## src/sv/fpr_pkg.sv

```systemverilog
// Shared constants and types for the FIFO page replacement block.
package fpr_pkg;

	localparam int MAX_FRAMES = 16;
	localparam int PAGE_BITS  = 16;
	localparam int OCC_W      = $clog2(MAX_FRAMES + 1);
	localparam int CFG_W      = 5;
	localparam int CMP_W      = (OCC_W > CFG_W) ? OCC_W : CFG_W;
	localparam int FAULT_W    = 24;

	localparam logic [CFG_W-1:0]   FRAME_COUNT_RESET = CFG_W'(4);
	localparam logic [FAULT_W-1:0] FAULT_MAX         = {FAULT_W{1'b1}};

	typedef logic [PAGE_BITS-1:0] page_t;
	typedef logic [OCC_W-1:0]     occ_t;
	typedef logic [FAULT_W-1:0]   fault_t;
	typedef logic [CFG_W-1:0]     cfg_t;

	// Per-cell update controls from the chain controller.
	typedef struct packed {
		logic live;   // cell holds a resident page
		logic shift;  // take the neighbor's page
		logic load;   // take the new page
	} cell_ctrl_t;

endpackage

```

## src/sv/fpr_cell.sv

```systemverilog
// One frame cell: holds a page, compares it, hands it down the chain.
module fpr_cell (
	input  logic               clk,
	input  fpr_pkg::cell_ctrl_t ctrl,
	input  fpr_pkg::page_t     new_page,
	input  fpr_pkg::page_t     neighbor_page,
	input  fpr_pkg::page_t     lookup_page,
	output fpr_pkg::page_t     page,
	output logic               match
);
	import fpr_pkg::*;

	page_t page_q;

	assign page  = page_q;
	assign match = ctrl.live && (page_q == lookup_page);

	always_ff @(posedge clk) begin
		priority if (ctrl.load) begin
			page_q <= new_page;
		end else if (ctrl.shift) begin
			page_q <= neighbor_page;
		end else begin
			page_q <= page_q;
		end
	end

endmodule

```

## src/sv/fifo_page_replacement.sv

```systemverilog
// FIFO page replacement: a chain of frame cells, oldest page in cell 0.
// Results are registered: a result is presented in the cycle after its request is accepted.
// Throughput: one request per cycle while the output is not stalled; all cells compare in
// parallel and the chain shifts by one on an eviction in the same cycle.
// Reset: occupancy and fault count clear, frame_count returns to 4; cell
// contents are not reset and are only read below the occupancy.
module fifo_page_replacement (
	input  logic                   clk,
	input  logic                   arst_n,
	input  logic                   cfg_wen,
	input  fpr_pkg::cfg_t          cfg_wdata,
	input  logic                   in_valid,
	output logic                   in_stall,
	input  fpr_pkg::page_t         page_number,
	input  logic                   list_start,
	output logic                   out_valid,
	input  logic                   out_stall,
	output logic                   hit,
	output logic                   evicted_valid,
	output fpr_pkg::page_t         evicted_page,
	output fpr_pkg::fault_t        fault_total,
	output fpr_pkg::occ_t          resident_count
);
	import fpr_pkg::*;

	cfg_t       frame_count_q;
	occ_t       occ_q;
	fault_t     fault_q;

	logic       out_valid_q;
	logic       hit_q;
	logic       ev_valid_q;
	page_t      ev_page_q;
	fault_t     fault_out_q;
	occ_t       occ_out_q;

	logic       accept;
	logic       miss;
	logic       evict;
	logic [CMP_W-1:0] limit;
	logic [CMP_W-1:0] fc_wide;
	occ_t       tail;
	occ_t       occ_next;
	fault_t     fault_base;
	fault_t     fault_next;

	page_t      cell_page [MAX_FRAMES];
	page_t      cell_nbr  [MAX_FRAMES];
	logic [MAX_FRAMES-1:0] cell_match;
	cell_ctrl_t cell_ctrl [MAX_FRAMES];

	assign in_stall = out_valid_q && out_stall;
	assign accept   = in_valid && !in_stall;

	// Clamp the frame count to 1..MAX_FRAMES.
	assign fc_wide = CMP_W'(frame_count_q);
	always_comb begin
		priority if (fc_wide == '0) begin
			limit = CMP_W'(1);
		end else if (fc_wide > CMP_W'(MAX_FRAMES)) begin
			limit = CMP_W'(MAX_FRAMES);
		end else begin
			limit = fc_wide;
		end
	end

	assign miss  = !(|cell_match);
	assign evict = miss && (CMP_W'(occ_q) >= limit) && (occ_q != '0);
	assign tail  = evict ? occ_q - occ_t'(1) : occ_q;
	assign occ_next = evict ? occ_q : occ_q + occ_t'(1);

	assign fault_base = list_start ? '0 : fault_q;
	assign fault_next = (miss && (fault_base != FAULT_MAX)) ? fault_base + fault_t'(1)
	                                                          : fault_base;

	genvar gi;
	generate
		for (gi = 0; gi < MAX_FRAMES; gi++) begin : g_cell
			if (gi == MAX_FRAMES - 1) begin : g_last
				assign cell_nbr[gi] = '0;
			end else begin : g_mid
				assign cell_nbr[gi] = cell_page[gi+1];
			end

			assign cell_ctrl[gi] = '{
				live:  occ_q > occ_t'(gi),
				shift: accept && evict,
				load:  accept && miss && (tail == occ_t'(gi))
			};

			fpr_cell u_cell (
				.clk           (clk),
				.ctrl          (cell_ctrl[gi]),
				.new_page      (page_number),
				.neighbor_page (cell_nbr[gi]),
				.lookup_page   (page_number),
				.page          (cell_page[gi]),
				.match         (cell_match[gi])
			);
		end
	endgenerate

	always_ff @(posedge clk or negedge arst_n) begin
		if (!arst_n) begin
			frame_count_q <= FRAME_COUNT_RESET;
			occ_q         <= '0;
			fault_q       <= '0;
			out_valid_q   <= 1'b0;
		end else begin
			if (cfg_wen) begin
				frame_count_q <= cfg_wdata;
			end
			if (accept) begin
				fault_q     <= fault_next;
				out_valid_q <= 1'b1;
				if (miss) begin
					occ_q <= occ_next;
				end
			end else if (!out_stall) begin
				out_valid_q <= 1'b0;
			end
		end
	end

	// Result register; holds while the request downstream is stalled.
	always_ff @(posedge clk) begin
		if (accept) begin
			hit_q       <= !miss;
			ev_valid_q  <= evict;
			ev_page_q   <= evict ? cell_page[0] : '0;
			fault_out_q <= fault_next;
			occ_out_q   <= miss ? occ_next : occ_q;
		end
	end

	assign out_valid      = out_valid_q;
	assign hit            = hit_q;
	assign evicted_valid  = ev_valid_q;
	assign evicted_page   = ev_page_q;
	assign fault_total    = fault_out_q;
	assign resident_count = occ_out_q;

endmodule

```

## config.mk

```make
export PLATFORM = sky130hd
export DESIGN_NAME = fifo_page_replacement
export DESIGN_NICKNAME = d
export VERILOG_FILES = /design/src/sv/fpr_pkg.sv /design/src/sv/fpr_cell.sv /design/src/sv/fifo_page_replacement.sv
export SDC_FILE = /design/constraint.sdc
export NUM_CORES = 1
export LEC_CHECK = 0
export ABC_AREA = 1
export BUFFER_PORTS_ARGS = -buffer_cell sky130_fd_sc_hd__buf_2
export CELL_PAD_IN_SITES_DETAIL_PLACEMENT = 1
export CELL_PAD_IN_SITES_GLOBAL_PLACEMENT = 1
export CORE_MARGIN = 2
export CORE_UTILIZATION = 47
export DETAILED_ROUTE_END_ITERATION = 8
export PLACE_DENSITY_LB_ADDON = 0.3
export SETUP_SLACK_MARGIN = 0.1
export SLEW_MARGIN = 20
export SYNTH_ARGS = -nofsm -noshare
export SYNTH_HDL_FRONTEND = slang
export SYNTH_SLANG_ARGS = --single-unit
```

## constraint.sdc

```tcl
create_clock -name clk -period 10.2 [get_ports clk]
set_clock_uncertainty 0.2 [all_clocks]
set_input_delay 1.53 -clock clk [delete_from_list [all_inputs] [get_ports clk]]
set_output_delay 1.53 -clock clk [all_outputs]
set_load 0.05 [all_outputs]
```

==> flow_summary.yaml <==
final_layout:
  nFillCells: 5286
  layout_commonest_cell: "nand2_1"
  seq_area_mm2: 0.009976
  final_cell_mix: "1122 x nand2_1, 303 x edfxtp_1, 291 x nand3_1"
  fin_util_pct: 51.37
  syn2layout_area_growth_pct: 8.403
  nets: 2643
  multi_input_area_mm2: 0.008643
  fin_cells: 3181
  diodes: 0
  drive_gt1_share_pct: 7.704
drt:
  dr.pass1.iters: 5
  wl_per_cell_um: 21.86
  drc: 0
  vias: 17877
  viasPerCell: 5.620
  drtAntennaViolNets: 0
  drt-total-wl_um: 69550
  drt_iter0_drc: 1703
job:
  drv_cap: 0
sta:
  maxSlewHeadroom_pct: 31.81
  fmax_ghz: 0.1387
  period_share_pct: 70.70
  final.min_clock_period_ns: 7.212
  tightest_slew_ns: 1.022
  tns_ns: 0
  hold_ws_ns: 0.2922
  final_hold_viol_count: 0
  finalSetupViolCount: 0
  rsz0062_at_grt: "false"
  slew_violations: 0
  fin_ws_ns: 2.988
global_routing:
  overflow: 0
  antenna_found_initial: 1
  grtUsageTotal_pct: 31.55
  grt_pass1_vias: 18385
  grt_pass1_wl_um: 107200
  grt_max_degree: 96
clock_network:
  ctsLongestPathBuffers: 3
  clkLatencyLatePin_ns: 0.57
  clock-sinks: 338
  cts_root_buf: "clkbuf_16"
  clk_pin_slew_worst_paths_ns: 0.06
  cts_setup_buffers: 0
  cts_resized: 0
  numCtsBuffers: 39
  cts_max_level: 2
  cts_tree: "built"
  hold_buffers: 0
synth:
  yosys_register_bits: 338
  yosysWarnings: 0
  ys.flop_type: "edfxtp_1"
  avgSynthCellArea_um2: 7.764
  netlist_instances: 2612
  synthesis.nets: 2651
  synth_edf_count: 303
  yosys-top-cells-area: "edfxtp_1 45%, nand2_1 21%, nand3_1 7.2%"
  syn_area_mm2: 0.02028
  synth_top_area_share_pct: 44.87
  synth_async_sr_flop_share_pct: 10.36
  ys_types: 37
  synth.yosys.seq_area_share_pct: 49.19
  synth.largest_area_cell: "edfxtp_1"
setup_path:
  ff2ff_path_depth: 19
  arrival_ns: 7.22
  r2r_setup_slack_ns: 3.76
  r2r-start: "occ_q[1]"
  startpoint_type: "input pin"
  crit_required_ns: 10.20
  path_class: "input pin to register"
  rr_endpoint: "g_cell[9].u_cell.page[12]"
  worstPathMaxFanout: 51
  crit_start: "page_number[6]"
  cp-end-kind: "register"
place:
  dpl.hpwl_um: 47180
  gp_congestion: 0.9180
  dp_cells: 3109
  io_buffers: 75
  pre_cts_ws_ns: 2.533
floorplan:
  rows: 76
  die_w_um: 211.7
  die_y_um: 211.7
  core_mm2: 0.04279
  pin_count: 76
  dieArea_mm2: 0.04483
  start_util_pct: 47.39
power:
  power.leakage_nw: 10.22
  vdd_ir_drop_max_uv: 243.1
  powerDensity_mw_per_mm2: 270.6
min_path:
  hold_path_end: "fault_q[23]"
  min_path_type: "register to register"
  min_path_cells: 2
  hp-start: "fault_q[23]"
outcome:
  outcome: "finished clean"
-- worst max-delay path by stage --
stage                                end  depth (start not counted)  slack, ns
4_1_cts        g_cell[9].u_cell.page[11]                         17       3.12
3_5_place_dp    g_cell[9].u_cell.page[9]                         17       2.53
3_3_place_gp   g_cell[9].u_cell.page[13]                         17       2.82
5_1_grt        g_cell[9].u_cell.page[11]                         17       2.68
6_report       g_cell[9].u_cell.page[12]                         17       2.99
2_1_floorplan   g_cell[5].u_cell.page[0]                         21       5.73
-- layout make-up --
cell class	count	area share, %
clock buffers	45	4.639
clock inverters	27	1.241
inverters	220	3.756
multi-input cells	1905	39.32
flip-flops and latches	338	45.38
well taps	546	3.108
repair buffers	100	2.561
-- worst max-delay path, stage by stage --
cell and delay, ns:
buf_2 0.62, inv_1 0.60, or2_0 0.36, nand3_1 0.08, nor2_1 0.04, nand3_1 0.09
nand2_1 0.07, nor2_1 0.19, nand2_1 0.10, nor2_2 0.40, nand3_2 0.54, nand2_1 0.31
nand2_1 0.20, a21oi_4 0.45, buf_4 0.58, nand2_2 0.34, nand2_1 0.62
-- layer usage --
metal	part of all wire, %	track usage [%]	routed length (um)	vias up
met3	7.2	5.207	4990	172
met4	4.3	12.58	2967	0
met5	0	0	0	-
met1	41	41.06	28820	8764
li1	-	-	-	8240
met2	47	52.57	32770	701
-- state kept, by name, indices dropped and copies added, names as in the netlist --
signal              flops
fault_q                24
occ_q                   5
g_cell.u_cell.page    256
fault_total            24
hit                     1
evicted_page           16
out_valid               1
fc_wide                 5
resident_count          5
evicted_valid           1
-- logic make-up (layout without fill, tap and decap cells) --
family                     count (synthesis)  count (layout)  synth area share, %
AOI/OAI and AO/OA                         54              54                1.444
xor gates and xnor gates                 131             131                5.658
adders and majority gates                 12              12               0.7404
buffers and inverters                    369             392                8.298
DFF                                      338             338                49.19
and+or+nand+nor                         1708            1708                34.67
-- through the flow --
stage          instance area [um^2]  total power (W)
2_1_floorplan                 20280         0.003881
3_3_place_gp                  20690         0.004375
3_5_place_dp                  20690         0.004478
4_1_cts                       21980         0.005930
5_1_grt                       21980         0.006259
6_report                      21980         0.005949
-- where the power goes --
part | leakage (nW) | internal [W] | switching [W] | total (W)
logic | 6.33 | 0.000499 | 0.00169 | 0.00219
registers | 3.27 | 0.00203 | 0.000284 | 0.00232
clock network | 0.624 | 0.000846 | 0.000597 | 0.00144
-- synthesized netlist by cell type, types with 2 or more instances --
master / instances
buf_4: 21
nor2_8: 2
nand4_1: 19
nor2_2: 2
nor2_1: 217
or2_2: 4
inv_1: 206
nand2_1: 1123
xnor2_1: 73
ha_1: 12
edfxtp_1: 303
clkbuf_1: 17
dfrtp_1: 34
nor4_1: 4
inv_2: 10
nand3_2: 3
nand2_2: 14
o21ai_0: 45
o21a_1: 3
clkinv_1: 4
clkbuf_2: 2
nor3_1: 19
buf_6: 13
nand3_1: 291
nor2_4: 6
o21ai_1: 2
buf_2: 95
xor2_1: 58
a21oi_1: 2
(Power assumes the default switching activity.)
